## src/design/bds_pkg.sv

```systemverilog
package bds_pkg;

    localparam int LINE_DEPTH = 1024;
    localparam int LINE_AW    = $clog2(LINE_DEPTH);
    localparam int CH_W       = 5;
    localparam int SUM_W      = 9;
    localparam int ENTRY_W    = 3 * SUM_W;
    localparam int PIX_W      = 16;
    localparam int SCALE_W    = 3;
    localparam int OW_W       = 11;
    localparam int APB_AW     = 3;
    localparam int APB_DW     = 32;

    localparam logic [APB_AW-1:0] ADDR_SCALE     = 3'd0;
    localparam logic [APB_AW-1:0] ADDR_OUT_WIDTH = 3'd4;

    localparam logic [SCALE_W-1:0] SCALE_RESET     = 3'd1;
    localparam logic [OW_W-1:0]    OUT_WIDTH_RESET = 11'd1024;

    // reciprocal of 9 for sums below 512: floor(x*57/512) == floor(x/9)
    localparam int RECIP9_MUL   = 57;
    localparam int RECIP9_SHIFT = 9;

    typedef logic [LINE_AW-1:0] col_t;
    typedef logic [ENTRY_W-1:0] entry_t;

    typedef enum logic [1:0] {
        SC_1 = 2'd0,
        SC_2 = 2'd1,
        SC_3 = 2'd2,
        SC_4 = 2'd3
    } scale_code_t;

    typedef struct packed {
        col_t        addr;
        logic        zero;
        logic        emit;
        logic        row_end;
        logic        pass;
        scale_code_t scode;
    } ctl_t;

    function automatic logic [CH_W-1:0] avg_channel(input logic [SUM_W-1:0] sum,
                                                    input scale_code_t scode);
        logic [SUM_W+6:0] prod;
        logic [CH_W-1:0]  q;
        prod = (SUM_W+7)'(sum) * (SUM_W+7)'(RECIP9_MUL);
        case (scode)
            SC_2:    q = sum[CH_W+1:2];
            SC_3:    q = prod[RECIP9_SHIFT+CH_W-1:RECIP9_SHIFT];
            default: q = sum[CH_W+3:4];
        endcase
        return q;
    endfunction

endpackage

```

## src/design/bds_pos_ctrl.sv

```systemverilog
module bds_pos_ctrl (
    input  logic                             clk,
    input  logic                             rst_n,
    input  logic [bds_pkg::SCALE_W-1:0]      scale,
    input  logic [bds_pkg::OW_W-1:0]         out_width,
    input  logic                             first,
    input  logic                             accept,
    output bds_pkg::ctl_t                    ctl
);

    bds_pkg::col_t out_col_reg, out_col_next;
    logic [1:0]    cib_reg, cib_next;
    logic [1:0]    rib_reg, rib_next;

    bds_pkg::scale_code_t scode;
    logic [1:0]           sm1;
    bds_pkg::col_t        wm1;
    bds_pkg::col_t        oc;
    logic [1:0]           cib;
    logic [1:0]           rib;
    logic                 last_col;
    logic                 last_row;
    logic                 at_end;

    always_comb
    begin
        case (scale)
            3'd0, 3'd1: scode = bds_pkg::SC_1;
            3'd2:       scode = bds_pkg::SC_2;
            3'd3:       scode = bds_pkg::SC_3;
            default:    scode = bds_pkg::SC_4;
        endcase
        sm1 = 2'(scode);

        if (out_width == '0)
            wm1 = '0;
        else if (32'(out_width) > 32'(bds_pkg::LINE_DEPTH))
            wm1 = bds_pkg::col_t'(bds_pkg::LINE_DEPTH - 1);
        else
            wm1 = bds_pkg::col_t'(out_width - 11'd1);

        oc  = first ? '0 : out_col_reg;
        cib = first ? '0 : cib_reg;
        rib = first ? '0 : rib_reg;
        if (oc > wm1)
            oc = wm1;
        if (cib > sm1)
            cib = sm1;
        if (rib > sm1)
            rib = sm1;

        last_col = (cib == sm1);
        last_row = (rib == sm1);
        at_end   = (oc == wm1);

        ctl.addr    = oc;
        ctl.zero    = (cib == 2'd0) && (rib == 2'd0);
        ctl.emit    = last_col && last_row;
        ctl.row_end = at_end;
        ctl.pass    = (scode == bds_pkg::SC_1);
        ctl.scode   = scode;

        out_col_next = oc;
        rib_next     = rib;
        cib_next     = cib + 2'd1;
        if (last_col)
        begin
            cib_next = '0;
            if (at_end)
            begin
                out_col_next = '0;
                rib_next     = last_row ? 2'd0 : rib + 2'd1;
            end
            else
            begin
                out_col_next = oc + 1'b1;
            end
        end
    end

    always_ff @(posedge clk or negedge rst_n)
    begin
        if (!rst_n)
        begin
            out_col_reg <= '0;
            cib_reg     <= '0;
            rib_reg     <= '0;
        end
        else if (accept)
        begin
            out_col_reg <= out_col_next;
            cib_reg     <= cib_next;
            rib_reg     <= rib_next;
        end
    end

endmodule

```

## config.mk

```make
export PLATFORM = sky130hd
export DESIGN_NAME = bds_pos_ctrl
export DESIGN_NICKNAME = d
export VERILOG_FILES = /design/src/design/bds_pkg.sv /design/src/design/bds_pos_ctrl.sv
export SDC_FILE = /design/constraint.sdc
export NUM_CORES = 1
export LEC_CHECK = 0
export ABC_AREA = 1
export BUFFER_PORTS_ARGS = -buffer_cell sky130_fd_sc_hd__buf_2
export CORE_MARGIN = 5
export CORE_UTILIZATION = 63
export DETAILED_ROUTE_END_ITERATION = 12
export PLACE_DENSITY_LB_ADDON = 0.25
export SLEW_MARGIN = 20
export SYNTH_ARGS = -nofsm -noshare
export SYNTH_HDL_FRONTEND = slang
export SYNTH_SLANG_ARGS = --single-unit
```

## constraint.sdc

```tcl
create_clock -name clk -period 6.2 [get_ports clk]
set_input_delay 0.62 -clock clk [delete_from_list [all_inputs] [get_ports clk]]
set_output_delay 0.62 -clock clk [all_outputs]
set_load 0.1 [all_outputs]
```

==> results.py <==
metrics = {
    "status": {
        "status": "completed",
    },
    "clock_network": {
        "cts_sinks": 14,
        "cts_tree": "done",
        "holdBufCountCts": 0,
        "clk_pin_slew_ps": 60,
        "cts_setup_buffers": 0,
        "clkLatencyLatePin_ps": 250,
        "cts_buffers": 3,
        "root_buffer": "clkbuf_8",
        "cts_resized": 0,
        "htree_levels": 1,
        "clock_path_buffers": 2,
    },
    "detailed_routing": {
        "via_count": 2500,
        "drc": 0,
        "wire_per_inst_um": 12.14,
        "drt-vias-per-instance": 5.308,
        "first_pass_iters": 5,
        "final_antenna_net_count": 0,
        "drt_iter0_drc": 182,
        "finalWirelength_um": 5716,
    },
    "floorplan": {
        "die_h_um": 70.62,
        "rows": 22,
        "initial_core_util_pct": 64.19,
        "dieWidth_um": 70.62,
        "fp.coreArea_um2": 3606,
        "dieArea_um2": 4986,
        "ios": 34,
    },
    "timing": {
        "post-route-min-period_ps": 4840,
        "fin_tns_setup_ps": 0,
        "hold_viol_final": 0,
        "rsz0062_at_grt": "false",
        "finalCritPeriodShare_pct": 78.07,
        "clock.fmax_mhz": 206.6,
        "tightest_slew_ps": 639.4,
        "slew_headroom_pct": 57.21,
        "drv_slew": 0,
        "setup_viol": 0,
        "whs_ps": 261.0,
        "finClkSkew_ps": 4.655,
    },
    "worst_setup_path": {
        "cp.arrival_ps": 4220,
        "crit_type": "in2out",
        "cp.required_ps": 5580,
        "crit_path_end_kind": "output port",
        "cp_max_fo": 11,
        "worst_setup_path_start_kind": "input pin",
        "rr_worst_depth": 16,
    },
    "yosys": {
        "synthTopCellsByArea": "nand2_1 (20%), dfrtp_1 (15%), ha_1 (12%)",
        "synth_top_area_cell": "nand2_1",
        "yosysSeqAreaShare_pct": 15.14,
        "ys_types": 31,
        "synth_top_area_share_pct": 19.95,
        "ys_seq_elements": 14,
        "synth_edf_count": 0,
        "syn_inst": 396,
        "ys_warn_count": 0,
        "synthArstFlopShare_pct": 100.0,
        "synthFlopType": "dfrtp_1",
        "netlist_area_um2": 2315,
        "avgSynthCellArea_um2": 5.845,
        "synth_nets": 436,
    },
    "power": {
        "p_leak_nw": 1.451,
        "power.net_switching_mw": 0.1609,
        "pwr-share-clk_pct": 24.5,
        "total_power_mw": 0.3601,
        "swShare_pct": 44.67,
        "pwr-share-seq_pct": 28.6,
        "p_comb_share_pct": 46.8,
        "internal-power_mw": 0.1992,
        "pwr_density_cell_nw_per_um2": 142.5,
        "ir_worst_vdd_mv": 0.1333,
    },
    "finish": {
        "layout_commonest_cell": "nand2_1",
        "nets": 464,
        "drive_above_1_share_pct": 18.20,
        "final_cell_area_um2": 2526,
        "fillers": 349,
        "largest_reg_flops": 10,
        "area_growth_pct": 9.135,
        "antennaDiodeCount": 0,
        "layout_common_cells": "nand2_1 (123), inv_1 (57), nor2_1 (41)",
        "postLayoutCoreUtil_pct": 70.06,
    },
    "placed_design": {
        "gp_congestion": 0.9393,
        "io_buffers": 33,
        "dp_hpwl_um": 4665,
        "placed_area_um2": 2471,
    },
    "global_routing": {
        "overflow": 0,
        "grt_util_all_layers_pct": 23.65,
        "grt_pass1_vias": 2376,
        "grt_pass1_wl_um": 9977,
        "antenna_found_initial": 0,
        "grt_max_degree": 33,
    },
    "min_path": {
        "hp-class": "in2async",
    },
    "run": {
        "maxCapViolCount": 0,
    },
}
## worst max-delay path: stages
cell	delay, ps
buf_2	110
inv_1	80
ha_1	260
nand2_2	110
nor2_4	40
nand3_1	80
nand2_1	230
nand3_1	200
nand2_1	100
ha_1	320
nand2_2	80
nor2_4	140
a21boi_1	180
nor2_1	60
nor2_1	490
nor2_1	130
nand2b_1	110
nand2_1	70
nor2_2	170
nand3_1	140
inv_1	70
buf_2	410
## per-layer routing
layer	track usage, %	up-vias	wire (um)
met5	0	-	0
li1	-	1300	-
met4	7.724	0	125
met2	39.40	94	2577
met3	3.125	10	373
met1	31.76	1096	2639
## cell usage after synthesis (2+ instances only)
| cell | count |
|---|---|
| a21oi_1 | 11 |
| buf_2 | 4 |
| buf_4 | 2 |
| buf_6 | 3 |
| clkbuf_1 | 2 |
| dfrtp_1 | 14 |
| ha_1 | 22 |
| inv_1 | 57 |
| inv_2 | 8 |
| nand2_1 | 123 |
| nand2_2 | 12 |
| nand3_1 | 35 |
| nand3_2 | 3 |
| nand4_1 | 11 |
| nor2_1 | 41 |
| nor2_2 | 4 |
| nor2_4 | 4 |
| o21ai_0 | 9 |
| o21ai_1 | 10 |
| o21ai_2 | 4 |
| xor2_1 | 7 |
## per-stage QoR
step           setup WS [ps]  cells
3_5_place_dp            1400    467
2_1_floorplan           1474    396
3_3_place_gp            1518    467
6_report                1360    471
4_1_cts                 1386    471
5_1_grt                871.3    471
## layout make-up
type | count | area, um2 | share of cell area (%)
well taps | 48 | 60.06 | 2.377
repair buffers | 34 | 172.7 | 6.835
clock buffers | 4 | 55.05 | 2.179
inverters | 66 | 247.7 | 9.807
flip-flops and latches | 14 | 350.3 | 13.87
multi-input cells | 305 | 1640 | 64.93
## worst paths after layout
check | start | to | slack [ps]
max in group asynchronous | rst_n | out_col_reg[5] | 5690
setup reg to reg | out_col_reg[9] | out_col_reg[6] | 3090
min in group clk | rib_reg[1] | rib_reg[1] | 480
setup / recovery | out_width[0] | ctl[3] | 1360
hold / removal | rst_n | rib_reg[1] | 260
hold reg to reg | rib_reg[1] | rib_reg[1] | 480
## power groups by stage
stage | clock network, mW | registers [mW] | logic [mW]
finish | 0.0884 | 0.103 | 0.169
global route | 0.0936 | 0.105 | 0.185
CTS | 0.0893 | 0.103 | 0.168
detailed placement | 0 | 0.105 | 0.167
global placement | 0 | 0.104 | 0.163
floorplan | 0 | 0.104 | 0.129
## cells by family (layout without fill, tap and decap cells)
kind of cell               count (synthesis)  count (layout)  share of synthesized area, %
buffers and inverters                     77             104                         14.00
DFF                                       14              14                         15.14
and+or+nand+nor                          237             237                         46.22
AOI/OAI and AO/OA                         38              38                         9.730
xor gates and xnor gates                   8               8                         3.027
adders and majority gates                 22              22                         11.89
No activity file was read; power rests on OpenSTA's default activity.
