===== config.mk =====
export PLATFORM = sky130hd
export DESIGN_NAME = bds_accum
export DESIGN_NICKNAME = d
export VERILOG_FILES = /design/src/design/bds_pkg.sv /design/src/design/bds_accum.sv
export SDC_FILE = /design/constraint.sdc
export NUM_CORES = 1
export LEC_CHECK = 0
export ABC_AREA = 1
export BUFFER_PORTS_ARGS = -buffer_cell sky130_fd_sc_hd__buf_2
export CAP_MARGIN = 40
export CORE_MARGIN = 3
export CORE_UTILIZATION = 58
export CTS_BUF_LIST = sky130_fd_sc_hd__clkbuf_16
export DETAILED_ROUTE_END_ITERATION = 8
export GPL_ROUTABILITY_DRIVEN = 0
export GPL_TIMING_DRIVEN = 0
export PLACE_DENSITY = 0.82
export SYNTH_ARGS = -nofsm -noshare
export SYNTH_HDL_FRONTEND = slang
export SYNTH_SLANG_ARGS = --single-unit

===== constraint.sdc =====
create_clock -name clk -period 5.66 [get_ports clk]
set_clock_uncertainty 0.2 [all_clocks]
set_input_delay 1.132 -clock clk [delete_from_list [all_inputs] [get_ports clk]]
set_output_delay 1.132 -clock clk [all_outputs]
set_load 0.01 [all_outputs]

===== src/design/bds_pkg.sv =====
package bds_pkg;

    localparam int LINE_DEPTH = 1024;
    localparam int LINE_AW    = $clog2(LINE_DEPTH);
    localparam int CH_W       = 5;
    localparam int SUM_W      = 9;
    localparam int ENTRY_W    = 3 * SUM_W;
    localparam int PIX_W      = 16;
    localparam int SCALE_W    = 3;
    localparam int OW_W       = 11;
    localparam int APB_AW     = 3;
    localparam int APB_DW     = 32;

    localparam logic [APB_AW-1:0] ADDR_SCALE     = 3'd0;
    localparam logic [APB_AW-1:0] ADDR_OUT_WIDTH = 3'd4;

    localparam logic [SCALE_W-1:0] SCALE_RESET     = 3'd1;
    localparam logic [OW_W-1:0]    OUT_WIDTH_RESET = 11'd1024;

    // reciprocal of 9 for sums below 512: floor(x*57/512) == floor(x/9)
    localparam int RECIP9_MUL   = 57;
    localparam int RECIP9_SHIFT = 9;

    typedef logic [LINE_AW-1:0] col_t;
    typedef logic [ENTRY_W-1:0] entry_t;

    typedef enum logic [1:0] {
        SC_1 = 2'd0,
        SC_2 = 2'd1,
        SC_3 = 2'd2,
        SC_4 = 2'd3
    } scale_code_t;

    typedef struct packed {
        col_t        addr;
        logic        zero;
        logic        emit;
        logic        row_end;
        logic        pass;
        scale_code_t scode;
    } ctl_t;

    function automatic logic [CH_W-1:0] avg_channel(input logic [SUM_W-1:0] sum,
                                                    input scale_code_t scode);
        logic [SUM_W+6:0] prod;
        logic [CH_W-1:0]  q;
        prod = (SUM_W+7)'(sum) * (SUM_W+7)'(RECIP9_MUL);
        case (scode)
            SC_2:    q = sum[CH_W+1:2];
            SC_3:    q = prod[RECIP9_SHIFT+CH_W-1:RECIP9_SHIFT];
            default: q = sum[CH_W+3:4];
        endcase
        return q;
    endfunction

endpackage


===== src/design/bds_accum.sv =====
module bds_accum (
    input  logic                          clk,
    input  logic                          rst_n,
    input  logic                          in_valid,
    output logic                          in_stall,
    input  logic [bds_pkg::PIX_W-1:0]     pixel,
    input  bds_pkg::ctl_t                 ctl,
    output logic                          accept,
    output logic                          mem_we,
    output bds_pkg::col_t                 mem_waddr,
    output bds_pkg::entry_t               mem_wdata,
    input  bds_pkg::entry_t               mem_rdata,
    output logic                          out_valid,
    input  logic                          out_stall,
    output logic [bds_pkg::PIX_W-1:0]     out_pixel,
    output logic                          row_end
);

    localparam int SW = bds_pkg::SUM_W;
    localparam int CW = bds_pkg::CH_W;

    logic                          s1_valid_reg;
    bds_pkg::ctl_t                 s1_ctl_reg;
    logic [bds_pkg::PIX_W-1:0]     s1_pixel_reg;
    logic                          fwd_reg;
    bds_pkg::entry_t               fwd_data_reg;
    logic                          out_valid_reg, out_valid_next;
    logic [bds_pkg::PIX_W-1:0]     out_pixel_reg;
    logic                          row_end_reg;

    bds_pkg::entry_t               entry;
    logic [SW-1:0]                 sum_b, sum_g, sum_r;
    bds_pkg::entry_t               new_entry;
    logic [bds_pkg::PIX_W-1:0]     result;
    logic                          has_result;
    logic                          s1_advance;
    logic                          out_taken;
    logic                          out_load;

    always_comb
    begin
        if (s1_ctl_reg.zero)
            entry = '0;
        else if (fwd_reg)
            entry = fwd_data_reg;
        else
            entry = mem_rdata;

        sum_b = entry[SW-1:0]      + SW'(s1_pixel_reg[CW-1:0]);
        sum_g = entry[2*SW-1:SW]   + SW'(s1_pixel_reg[2*CW-1:CW]);
        sum_r = entry[3*SW-1:2*SW] + SW'(s1_pixel_reg[3*CW-1:2*CW]);
        new_entry = {sum_r, sum_g, sum_b};

        if (s1_ctl_reg.pass)
            result = s1_pixel_reg;
        else
            result = {1'b1,
                      bds_pkg::avg_channel(sum_r, s1_ctl_reg.scode),
                      bds_pkg::avg_channel(sum_g, s1_ctl_reg.scode),
                      bds_pkg::avg_channel(sum_b, s1_ctl_reg.scode)};

        has_result = s1_ctl_reg.emit;
        out_taken  = out_valid_reg && !out_stall;
        s1_advance = !s1_valid_reg || !has_result || !out_valid_reg || !out_stall;
        out_load   = s1_valid_reg && s1_advance && has_result;

        out_valid_next = out_valid_reg;
        if (out_load)
            out_valid_next = 1'b1;
        else if (out_taken)
            out_valid_next = 1'b0;
    end

    assign in_stall  = !s1_advance;
    assign accept    = in_valid && s1_advance;
    assign mem_we    = s1_valid_reg && s1_advance && !s1_ctl_reg.pass;
    assign mem_waddr = s1_ctl_reg.addr;
    assign mem_wdata = new_entry;

    always_ff @(posedge clk or negedge rst_n)
    begin
        if (!rst_n)
        begin
            s1_valid_reg  <= 1'b0;
            out_valid_reg <= 1'b0;
            fwd_reg       <= 1'b0;
        end
        else
        begin
            out_valid_reg <= out_valid_next;
            if (s1_advance)
                s1_valid_reg <= in_valid;
            if (accept)
                fwd_reg <= mem_we && (s1_ctl_reg.addr == ctl.addr);
        end
    end

    always_ff @(posedge clk)
    begin
        if (accept)
        begin
            s1_ctl_reg   <= ctl;
            s1_pixel_reg <= pixel;
            fwd_data_reg <= new_entry;
        end
        if (out_load)
        begin
            out_pixel_reg <= result;
            row_end_reg   <= s1_ctl_reg.row_end;
        end
    end

    assign out_valid = out_valid_reg;
    assign out_pixel = out_pixel_reg;
    assign row_end   = row_end_reg;

    a_stall_only_when_full: assert property (@(posedge clk) disable iff (!rst_n)
        in_stall |-> (s1_valid_reg && out_valid_reg && has_result))
        else $error("stall without a full pipeline");

    a_accept_fills_s1: assert property (@(posedge clk) disable iff (!rst_n)
        accept |=> s1_valid_reg)
        else $error("accepted transaction lost");

    a_pass_always_emits: assert property (@(posedge clk) disable iff (!rst_n)
        (s1_valid_reg && s1_ctl_reg.pass) |-> (s1_ctl_reg.emit && !mem_we))
        else $error("pass-through transaction without result");

endmodule


==> insert_results.sql, run 1 <==
INSERT INTO impl_metrics (metric_group, metric, value, unit) VALUES
('logic_synthesis', 'yosysSeqAreaShare', '0.334', ''),
('drt', 'route.detailed.drc', '0', ''),
('clocking', 'cts_buffer_depth', '2', ''),
('timing', 'timing.fmax', '0.187', 'GHz'),
('clocking', 'cts_inserted_buffers', '9', ''),
('logic_synthesis', 'synth_commonest_cells', '233 x nand2_1, 123 x inv_1, 97 x ha_1', ''),
('die', 'die_x', '116', 'um'),
('cells_and_area', 'largest_reg_flops', '27', ''),
('timing', 'setup_viol', '0', ''),
('pwr', 'post-layout-total-power', '2.96', 'mW'),
('cells_and_area', 'insertedDiodeCount', '0', ''),
('timing', 'rsz0062_at_grt', 'yes', ''),
('timing', 'setup_ws', '324', 'ps'),
('drt', 'route.detailed.wl_per_inst', '15.1', 'um'),
('grt', 'grt_remaining_overflow', '0', ''),
('cells_and_area', 'final_nets', '1168', ''),
('logic_synthesis', 'postSynth.asyncResetShare', '0.0380', ''),
('cells_and_area', 'layout-area-overhead-vs-synth', '18.2', '%'),
('die', 'floorplan.rows', '39', ''),
('placement', 'placed_cells', '1127', ''),
('logic_synthesis', 'netlist_instances', '861', ''),
('clocking', 'tritoncts', 'yes', ''),
('die', 'floorplan.core_area', '11700', 'um^2'),
('job', 'maxCapViolCount', '0', ''),
('grt', 'grt_pass1_wl', '27400', 'um'),
('clocking', 'clkTransAtPathRegs', '70', 'ps'),
('pwr', 'power.static_leakage', '4.48', 'nW'),
('setup_path', 'worst-setup-path-type', 'in -> reg', ''),
('grt', 'number_of_antenna_violations_at_the_first_check_in_global_routing', '0', ''),
('cells_and_area', 'finalNonFillerCells', '1143', ''),
('clocking', 'ctsRootBufferMaster', 'clkbuf_16', ''),
('logic_synthesis', 'yosys.cell_count.top_type', 'nand2_1', ''),
('die', 'floorplan.initialDensity', '0.606', ''),
('logic_synthesis', 'ff_latch_count_synth', '79', ''),
('pwr', 'power_density', '355', 'nW/um^2'),
('setup_path', 'timing.critical_path.cells', 'buf_2 -> o21ai_0 -> nor2_1 -> ha_1 -> fa_1 -> nand3_1 -> nand3_1 -> xor2_2 -> inv_1 -> nand2_1 -> nand2_1 -> xor2_1 -> fa_1 -> ha_1 -> ha_1 -> a21oi_1 -> o21bai_1 -> a21oi_1 -> nand3_1 -> nand3_1 -> nand2_1 -> nand2_1 -> nand2_1', ''),
('setup_path', 'worstPathArrival', '5240', 'ps'),
('timing', 'hold_viol_final', '0', ''),
('drt', 'drt-vias-per-instance', '5.37', ''),
('grt', 'grt_start_max_net_pins', '30', ''),
('clocking', 'clock_sink_count', '79', ''),
('placement', 'preCtsSetupSlack', '-206', 'ps'),
('setup_path', 'timing.critical_path.mode_cell', 'nand2_1', ''),
('logic_synthesis', 'synth-main-ff-cell', 'edfxtp_1', ''),
('setup_path', 'timing.critical_path.required', '5570', 'ps'),
('logic_synthesis', 'synth.net_count', '1034', ''),
('setup_path', 'critical_path_start_type', 'input port', ''),
('logic_synthesis', 'synth_enable_flop_cells', '76', ''),
('hold_path', 'hold_path_class', 'reg -> reg', ''),
('timing', 'timing.slew.headroom', '0.552', ''),
('logic_synthesis', 'post_synth_main_area_contributors', 'edfxtp_1 32%, ha_1 17%, nand2_1 12%', ''),
('timing', 'tightest_slew', '670', 'ps'),
('pwr', 'max-vdd-ir-drop', '245', 'uV'),
('grt', 'first_global_vias', '5834', ''),
('logic_synthesis', 'synth_area_leader_cell', 'edfxtp_1', ''),
('timing', 'finalMaxSlewViolations', '0', ''),
('drt', 'antenna_violating_nets_post_route', '0', ''),
('logic_synthesis', 'yosys.area.top_type_share', '0.323', ''),
('logic_synthesis', 'synth.yosys.warnings', '0', ''),
('setup_path', 'worst_setup_path_end_kind', 'flip-flop', ''),
('placement', 'port-buffer-count', '120', ''),
('placement', 'dp_hpwl', '13600', 'um'),
('drt', 'detailedRoute.firstPassIterationCount', '4', ''),
('logic_synthesis', 'synth.avg_cell_area', '8.20', 'um^2'),
('grt', 'groute.usage.overall', '0.262', ''),
('setup_path', 'critical_path.max_fanout', '6', ''),
('setup_path', 'worst_path_max_delay_cell', 'fa_1', ''),
('die', 'die_area', '13500', 'um^2'),
('logic_synthesis', 'synth.distinct_cells', '41', ''),
('die', 'chipHeight', '116', 'um'),
('cells_and_area', 'drive_above_1_share', '0.205', ''),
('drt', 'detail_route.wirelength', '17300', 'um'),
('status', 'outcome', 'finished clean', ''),
('setup_path', 'max_stage_delay', '420', 'ps'),
('clocking', 'clkLatencyLatePin', '360', 'ps'),
('logic_synthesis', 'synth.cell_area', '7060', 'um^2'),
('clocking', 'htree_num_levels', '3', ''),
('drt', 'detail_route.iter0.violations', '385', ''),
('timing', 'finalCriticalPeriod', '5340', 'ps'),
('die', 'pin_count', '121', ''),
('timing', 'finalCritPeriodShare', '0.943', ''),
('drt', 'routed-via-count', '6139', '');
==> report_power, final <==
part	internal, mW	switching [mW]	leakage [nW]	total [mW]
sequential	0.701	0.0197	0.775	0.720
combinational	0.626	0.946	3.55	1.57
clock	0.397	0.274	0.162	0.672
total	1.72	1.24	4.48	2.96
==> through the flow <==
stage | utilization | hold slack (ps) | area [um^2] | setup TNS [ps]
2_1_floorplan | - | 200 | 7060 | 0
3_3_place_gp | 0.673 | 202 | 7840 | -16830
3_5_place_dp | 0.678 | 238 | 7910 | -1460
4_1_cts | 0.707 | 253 | 8250 | 0
5_1_grt | 0.716 | 255 | 8350 | -33.9
6_report | 0.716 | 250 | 8350 | 0
==> layer usage <==
metal  vias to the layer above  share of wire  GRT usage
li1                       3047              -          -
met1                      2841           0.42      0.326
met2                       207           0.49      0.443
met3                        44          0.061     0.0528
met4                         0          0.035      0.110
met5                         -              0          0
==> final timing paths <==
| check | startpoint | endpoint | slack (ps) | cells past startpoint |
|---|---|---|---|---|
| max | mem_rdata[0] | out_pixel[3]$_DFFE_PP_ | 320 | 23 |
| min reg2reg | s1_ctl_reg[3]$_DFFE_PP_ | row_end$_DFFE_PP_ | 250 | 0 |
| min in group asynchronous | rst_n | out_valid$_DFFE_PN0P_ | 350 | 1 |
| max reg2reg | fwd_reg$_DFFE_PN0P_ | out_pixel[9]$_DFFE_PP_ | 360 | 31 |
| min | s1_ctl_reg[3]$_DFFE_PP_ | row_end$_DFFE_PP_ | 250 | 0 |
| max in group asynchronous | rst_n | s1_valid_reg$_DFFE_PN0N_ | 4800 | 1 |
==> cell families (layout without fill, tap and decap cells) <==
| logic type | after synthesis | after routing | synth area share |
|---|---|---|---|
| buffers and inverters | 156 | 295 | 0.0930 |
| adders and majority gates | 110 | 110 | 0.209 |
| DFF | 79 | 79 | 0.334 |
| and+or+nand+nor | 374 | 374 | 0.218 |
| xor gates and xnor gates | 44 | 44 | 0.0646 |
| AOI/OAI and AO/OA | 98 | 98 | 0.0818 |
==> worst max-delay path, delay by kind of cell <==
kind            cells  cell delay, ps
buf+inv             2             320
compound gates      4             620
simple gates       10             880
xor+xnor            2             570
fa+ha+maj           5            1720
==> cells in the final DEF, fill, tap and decap left out, drive strengths merged, types with 5 or more instances in the layout <==
master,netlist,final
nand3,42,42
xnor2,9,9
fa,13,13
o21ai,56,56
nor2,71,71
inv,130,134
clkbuf,8,16
edfxtp,76,76
ha,97,97
xor2,35,35
nand4,5,5
o21bai,13,13
nand2,237,237
nor3,13,13
a21oi,22,22
buf,18,142
==> layout make-up <==
type	count	area, um^2
multi-input cells	626	4150
fillers	920	3310
flip-flops and latches	79	2360
repair buffers	125	671
inverters	130	500
clock buffers	9	225
well taps	143	179
plain buffers	24	153
clock inverters	7	110
==> repair_timing <==
action | 4_1_cts | 5_1_grt
setup endpoints to repair | 2 | 15
gates resized for setup | 1 | 24
buffers inserted | 0 | 2
hold buffers | 0 | 0
hold endpoints to repair | 0 | 0
Note: power is estimated with default switching activity, not from simulation.
==> run 2, diff against run 1 <==
Settings changed: RECOVER_POWER set to 25.
==> insert_results.sql, run 2 (synthesized netlist as in run 1, its figures left out) <==
INSERT INTO impl_metrics (metric_group, metric, value, unit) VALUES
('status', 'outcome', 'finished clean', ''),
('setup_path', 'timing.critical_path.cells', 'buf_2 -> o21ai_0 -> nor2_1 -> ha_1 -> fa_1 -> nand3_1 -> nand3_1 -> xor2_2 -> inv_1 -> nand2_1 -> nand2_1 -> xor2_1 -> fa_1 -> ha_1 -> ha_1 -> a21oi_1 -> o21bai_1 -> a21oi_1 -> nand3_1 -> nand3_1 -> nand2_1 -> nand2_1 -> nand2_1', ''),
('clocking', 'cts_inserted_buffers', '9', ''),
('cells_and_area', 'final_nets', '1168', ''),
('pwr', 'max-vdd-ir-drop', '245', 'uV'),
('hold_path', 'worst_hold_stages', '0', ''),
('timing', 'finalCritPeriodShare', '0.946', ''),
('setup_path', 'r2r-start', 'fwd_reg$_DFFE_PN0P_', ''),
('drt', 'routed-via-count', '6124', ''),
('drt', 'detailedRoute.firstPassIterationCount', '5', ''),
('cells_and_area', 'layout-area-overhead-vs-synth', '17.7', '%'),
('cells_and_area', 'layout.cells.most_common', 'nand2_1', ''),
('placement', 'port-buffer-count', '120', ''),
('job', 'maxCapViolCount', '0', ''),
('timing', 'total_negative_setup_slacks', '0', 'ps'),
('timing', 'hold_viol_final', '0', ''),
('timing', 'rsz0062_at_grt', 'yes', ''),
('cells_and_area', 'n_fill_cell', '932', ''),
('hold_path', 'hold_path_class', 'reg -> reg', ''),
('die', 'pin_count', '121', ''),
('die', 'floorplan.initialDensity', '0.606', ''),
('pwr', 'power.static_leakage', '4.44', 'nW'),
('setup_path', 'timing.critical_path.mode_cell', 'nand2_1', ''),
('setup_path', 'worst_setup_path_end_kind', 'flip-flop', ''),
('drt', 'detail_route.wirelength', '17400', 'um'),
('die', 'die_area', '13500', 'um^2'),
('die', 'floorplan.core_area', '11700', 'um^2'),
('clocking', 'clkLatencyLatePin', '360', 'ps'),
('cells_and_area', 'drive_above_1_share', '0.190', ''),
('hold_path', 'launch_point_of_the_worst_hold_path', 's1_ctl_reg[3]$_DFFE_PP_', ''),
('pwr', 'post-layout-total-power', '2.96', 'mW'),
('drt', 'drt-vias-per-instance', '5.36', ''),
('setup_path', 'critical_path_start_type', 'input port', ''),
('setup_path', 'cp.buffers_inverters', '2', ''),
('timing', 'setup_viol', '0', ''),
('grt', 'number_of_antenna_violations_at_the_first_check_in_global_routing', '0', ''),
('clocking', 'tritoncts', 'yes', ''),
('clocking', 'htree_num_levels', '3', ''),
('setup_path', 'timing.critical_path.required', '5570', 'ps'),
('die', 'chipHeight', '116', 'um'),
('clocking', 'cts_buffer_depth', '2', ''),
('drt', 'route.detailed.wl_per_inst', '15.2', 'um'),
('setup_path', 'critical_path.max_fanout', '6', ''),
('setup_path', 'logic_depth_of_the_worst_register_to_register_path', '28', ''),
('grt', 'groute.usage.overall', '0.262', ''),
('die', 'floorplan.rows', '39', ''),
('timing', 'tightest_slew', '910', 'ps'),
('clocking', 'clock_sink_count', '79', ''),
('cells_and_area', 'insertedDiodeCount', '0', ''),
('grt', 'grt_remaining_overflow', '0', ''),
('timing', 'finalMaxSlewViolations', '0', ''),
('setup_path', 'worstPathArrival', '5260', 'ps'),
('hold_path', 'min_delay_worst_endpoint', 'row_end$_DFFE_PP_', ''),
('clocking', 'ctsRootBufferMaster', 'clkbuf_16', ''),
('clocking', 'cts_hold_repair.buffers', '0', ''),
('grt', 'grt_start_max_net_pins', '30', ''),
('pwr', 'power_density', '356', 'nW/um^2'),
('cells_and_area', 'layout.cells.most_common_list', '233 x nand2_1, 120 x inv_1, 112 x buf_2, 96 x ha_1, 76 x edfxtp_1', ''),
('drt', 'antenna_violating_nets_post_route', '0', ''),
('grt', 'grt_pass1_wl', '27400', 'um'),
('setup_path', 'rrSetupSlack', '360', 'ps'),
('timing', 'finalCriticalPeriod', '5350', 'ps'),
('grt', 'first_global_vias', '5834', ''),
('setup_path', 'worst-setup-path-type', 'in -> reg', ''),
('setup_path', 'max_stage_delay', '420', 'ps'),
('drt', 'route.detailed.drc', '0', ''),
('setup_path', 'critPathTopFamily', 'adder cells', ''),
('timing', 'timing.slew.headroom', '0.393', ''),
('setup_path', 'worst_path_max_delay_cell', 'fa_1', ''),
('die', 'die_x', '116', 'um'),
('drt', 'detail_route.iter0.violations', '367', ''),
('timing', 'timing.fmax', '0.187', 'GHz'),
('setup_path', 'endpoint_of_the_most_critical_register_to_register_path', 'out_pixel[9]$_DFFE_PP_', ''),
('placement', 'dp_hpwl', '13600', 'um'),
('cells_and_area', 'layout.core_utilization', '0.713', ''),
('clocking', 'clkTransAtPathRegs', '70', 'ps'),
('cells_and_area', 'largest_reg_flops', '27', '');
-- run 2: cell types whose count changed in the layout (fill, tap and decap cells not counted), sizes merged --
cell    previous run  this run
buf              142       129
clkbuf            16        29
-- run 2: where the power goes --
group / switching [mW] / internal, mW
logic: 0.944 / 0.624
clock network: 0.275 / 0.397
registers: 0.0195 / 0.701
total: 1.24 / 1.72
-- run 2: layer usage --
metal / wire, um / GRT usage / part of all wire
met1: 7240 / 0.326 / 0.42
met2: 8560 / 0.443 / 0.49
met3: 1060 / 0.0528 / 0.061
met4: 496 / 0.110 / 0.029
met5: 0 / 0 / 0
-- run 2: worst max-delay path by stage --
stage	start	end	slack, ps	depth (start not counted)
finish	mem_rdata[0]	out_pixel[3]$_DFFE_PP_	310	23
global placement	out_stall	accept	-1420	5
CTS	fwd_reg$_DFFE_PN0P_	out_pixel[9]$_DFFE_PP_	6	31
global route	mem_rdata[0]	out_pixel[3]$_DFFE_PP_	-30	23
floorplan	out_stall	accept	360	3
detailed placement	mem_rdata[18]	out_pixel[13]$_DFFE_PP_	-210	27
-- run 2: timing repair --
action,4_1_cts,5_1_grt
pin swaps,0,0
hold endpoints to repair,0,0
gates resized for setup,1,24
setup buffers,0,2
setup endpoints to repair,2,15
-- run 2: layout make-up --
cell class | count | area, um^2 | area share
multi-input cells | 626 | 4140 | 0.498
flip-flops and latches | 79 | 2360 | 0.284
repair buffers | 125 | 656 | 0.0789
inverters | 130 | 500 | 0.0602
clock buffers | 9 | 225 | 0.0271
well taps | 143 | 179 | 0.0215
plain buffers | 24 | 145 | 0.0175
clock inverters | 7 | 110 | 0.0132
-- run 2: through the flow --
stage	cells	hold slack [ps]	worst slack (ps)	cell area [um^2]
after floorplan	861	200	363	7060
after global placement	1124	202	-1420	7840
after detailed placement	1127	238	-206	7910
after CTS	1142	253	5.87	8250
after global routing	1143	255	-33.9	8310
final	1143	252	308	8310
==> run 3, diff against run 2 <==
Settings changed: ABC_AREA 1 to not set, GPL_TIMING_DRIVEN 0 to not set.
==> insert_results.sql, run 3 <==
INSERT INTO impl_metrics (metric_group, metric, value, unit) VALUES
('timing', 'finalCriticalPeriod', '5540', 'ps'),
('grt', 'grt_remaining_overflow', '0', ''),
('status', 'outcome', 'finished clean', ''),
('grt', 'first_global_vias', '6339', ''),
('grt', 'groute.usage.overall', '0.291', ''),
('pwr', 'max-vdd-ir-drop', '213', 'uV'),
('logic_synthesis', 'synth.cell_area', '6960', 'um^2'),
('cells_and_area', 'drive_above_1_share', '0.333', ''),
('logic_synthesis', 'netlist_instances', '641', ''),
('clocking', 'clkLatencyLatePin', '350', 'ps'),
('timing', 'setup_viol', '0', ''),
('drt', 'drt-vias-per-instance', '6.05', ''),
('cells_and_area', 'final_nets', '1017', ''),
('setup_path', 'worstPathArrival', '5420', 'ps'),
('clocking', 'cts_hold_repair.buffers', '0', ''),
('die', 'chipHeight', '116', 'um'),
('logic_synthesis', 'synth.yosys.warnings', '0', ''),
('grt', 'number_of_antenna_violations_at_the_first_check_in_global_routing', '0', ''),
('logic_synthesis', 'post_synth_main_area_contributors', 'edfxtp_1 33%, ha_1 17%, xnor2_1 4.5%', ''),
('logic_synthesis', 'postSynth.asyncResetShare', '0.0380', ''),
('cells_and_area', 'layout.cells.most_common', 'buf_2', ''),
('grt', 'grt_pass1_wl', '30500', 'um'),
('cells_and_area', 'layout.cells.most_common_list', '108 x buf_2, 98 x buf_4, 95 x ha_1, 76 x edfxtp_1, 39 x nor2_1', ''),
('timing', 'finalCritPeriodShare', '0.979', ''),
('timing', 'hold_viol_final', '0', ''),
('die', 'floorplan.rows', '39', ''),
('pwr', 'power_density', '386', 'nW/um^2'),
('logic_synthesis', 'yosysSeqAreaShare', '0.339', ''),
('placement', 'placed_cells', '971', ''),
('logic_synthesis', 'synth.distinct_cells', '78', ''),
('setup_path', 'r2r-start', 'fwd_reg$_DFFE_PN0P_', ''),
('logic_synthesis', 'synth_commonest_cells', '97 x ha_1, 76 x edfxtp_1, 43 x nor2_1', ''),
('cells_and_area', 'largest_reg_flops', '27', ''),
('logic_synthesis', 'yosys.cell_count.top_type', 'ha_1', ''),
('cells_and_area', 'n_fill_cell', '768', ''),
('die', 'floorplan.initialDensity', '0.602', ''),
('timing', 'finalMaxSlewViolations', '0', ''),
('drt', 'detail_route.wirelength', '19200', 'um'),
('clocking', 'cts_buffer_depth', '2', ''),
('timing', 'total_negative_setup_slacks', '0', 'ps'),
('logic_synthesis', 'yosys.area.top_type_share', '0.328', ''),
('logic_synthesis', 'synth_area_leader_cell', 'edfxtp_1', ''),
('placement', 'port-buffer-count', '120', ''),
('logic_synthesis', 'synth_enable_flop_cells', '76', ''),
('cells_and_area', 'final_area', '8750', 'um^2'),
('setup_path', 'worst-setup-path-type', 'in -> reg', ''),
('clocking', 'cts_inserted_buffers', '9', ''),
('setup_path', 'timing.critical_path.required', '5540', 'ps'),
('timing', 'timing.fmax', '0.181', 'GHz'),
('die', 'die_x', '116', 'um'),
('logic_synthesis', 'synth.avg_cell_area', '10.9', 'um^2'),
('cells_and_area', 'insertedDiodeCount', '0', ''),
('setup_path', 'timing.critical_path.from', 'mem_rdata[18]', ''),
('clocking', 'clkTransAtPathRegs', '60', 'ps'),
('cells_and_area', 'layout.core_utilization', '0.756', ''),
('logic_synthesis', 'ff_latch_count_synth', '79', ''),
('placement', 'detailed_place.area', '8330', 'um^2'),
('logic_synthesis', 'synth-main-ff-cell', 'edfxtp_1', ''),
('cells_and_area', 'finalNonFillerCells', '992', ''),
('pwr', 'power.static_leakage', '4.00', 'nW'),
('grt', 'grt_start_max_net_pins', '60', ''),
('drt', 'route.detailed.drc', '0', ''),
('drt', 'antenna_violating_nets_post_route', '0', ''),
('timing', 'whs', '226', 'ps'),
('placement', 'dp_hpwl', '14600', 'um'),
('timing', 'tightest_slew', '1050', 'ps'),
('setup_path', 'critical_path.max_fanout', '5', ''),
('setup_path', 'worst_setup_path_end_kind', 'flip-flop', ''),
('job', 'maxCapViolCount', '0', ''),
('die', 'pin_count', '121', ''),
('logic_synthesis', 'synth.net_count', '814', ''),
('clocking', 'tritoncts', 'yes', ''),
('hold_path', 'hold_path_class', 'reg -> reg', ''),
('drt', 'route.detailed.wl_per_inst', '19.3', 'um'),
('timing', 'timing.slew.headroom', '0.299', ''),
('die', 'floorplan.core_area', '11600', 'um^2'),
('clocking', 'clock_sink_count', '79', ''),
('drt', 'detail_route.iter0.violations', '402', ''),
('setup_path', 'critical_path_start_type', 'input port', ''),
('drt', 'routed-via-count', '6006', ''),
('hold_path', 'launch_point_of_the_worst_hold_path', 's1_ctl_reg[3]$_DFFE_PP_', ''),
('die', 'die_area', '13400', 'um^2'),
('cells_and_area', 'layout-area-overhead-vs-synth', '25.6', '%'),
('clocking', 'htree_num_levels', '3', ''),
('clocking', 'ctsRootBufferMaster', 'clkbuf_16', ''),
('drt', 'detailedRoute.firstPassIterationCount', '5', '');
## run 3: cell types whose count changed after synthesis, sizes merged, moves of 9 or more
cell / change
nand2: -213
inv: -101
o21ai: -32
xnor2: +29
mux2i: +27
nor2: -27
nand3: -26
a21o: +24
a21oi: +13
a211oi: +11
nor3: -11
xor2: -11
maj3: +9
## run 3: path summary, 6_finish.rpt
path / to / slack, ps / cells after the start
max: out_pixel[10]$_DFFE_PP_ / 120 / 19
min: row_end$_DFFE_PP_ / 230 / 0
max reg2reg: out_pixel[2]$_DFFE_PP_ / 230 / 21
min reg2reg: row_end$_DFFE_PP_ / 230 / 0
max in group asynchronous: fwd_reg$_DFFE_PN0P_ / 4690 / 1
min in group asynchronous: fwd_reg$_DFFE_PN0P_ / 390 / 1
## run 3: stage by stage
step | power [mW] | setup slack, ps
after floorplan | 2.04 | -12.8
after global placement | 2.59 | -147
after detailed placement | 2.71 | -367
after CTS | 3.28 | 11.9
after global routing | 3.64 | -8.82
final | 3.38 | 121
## run 3: where the power goes
part | leakage, nW | internal [mW] | switching, mW
clock | 0.139 | 0.299 | 0.256
sequential | 0.772 | 0.705 | 0.0239
combinational | 3.08 | 0.984 | 1.11
## run 3: critical path, cell delays in order
cell and delay [ps]:
buf_2 100, mux2i_1 120, nor2_1 70, ha_1 210, fa_2 350, a21o_1 180
a21oi_2 170, xnor2_2 140, buf_4 170, maj3_1 350, fa_1 470, ha_1 310
ha_1 320, nand4_1 150, a2111oi_4 460, buf_4 200, nor4_2 50, xnor2_1 130
a221o_1 340
## run 3: metal layers
| layer | vias to the layer above | GRT usage | share of wire |
|---|---|---|---|
| li1 | 2815 | - | - |
| met1 | 2891 | 0.356 | 0.39 |
| met2 | 251 | 0.499 | 0.51 |
| met3 | 49 | 0.0637 | 0.067 |
| met4 | 0 | 0.120 | 0.025 |
| met5 | - | 0 | 0 |
## run 3: timing repair
item	CTS	global route
buffers inserted	0	5
gates resized for setup	1	27
pin swaps	0	10
endpoints found under the setup margin	1	15
## run 3: area by class of cell
type	count	area (um^2)	share of cell area
Multi-Input combinational cell	505	4480	0.512
Sequential cell	79	2360	0.270
Timing Repair Buffer	220	1350	0.154
Clock buffer	9	225	0.0257
Tap cell	143	179	0.0205
Inverter	29	109	0.0124
Clock inverter	7	47.5	0.00543
## run 3: cells by family after synthesis
family	after synthesis	share of synthesized area
compound gates	154	0.159
xor+xnor	62	0.0812
fa+ha+maj	119	0.225
buf+inv	57	0.0410
flops	79	0.339
mux	33	0.0485
simple gates	137	0.107
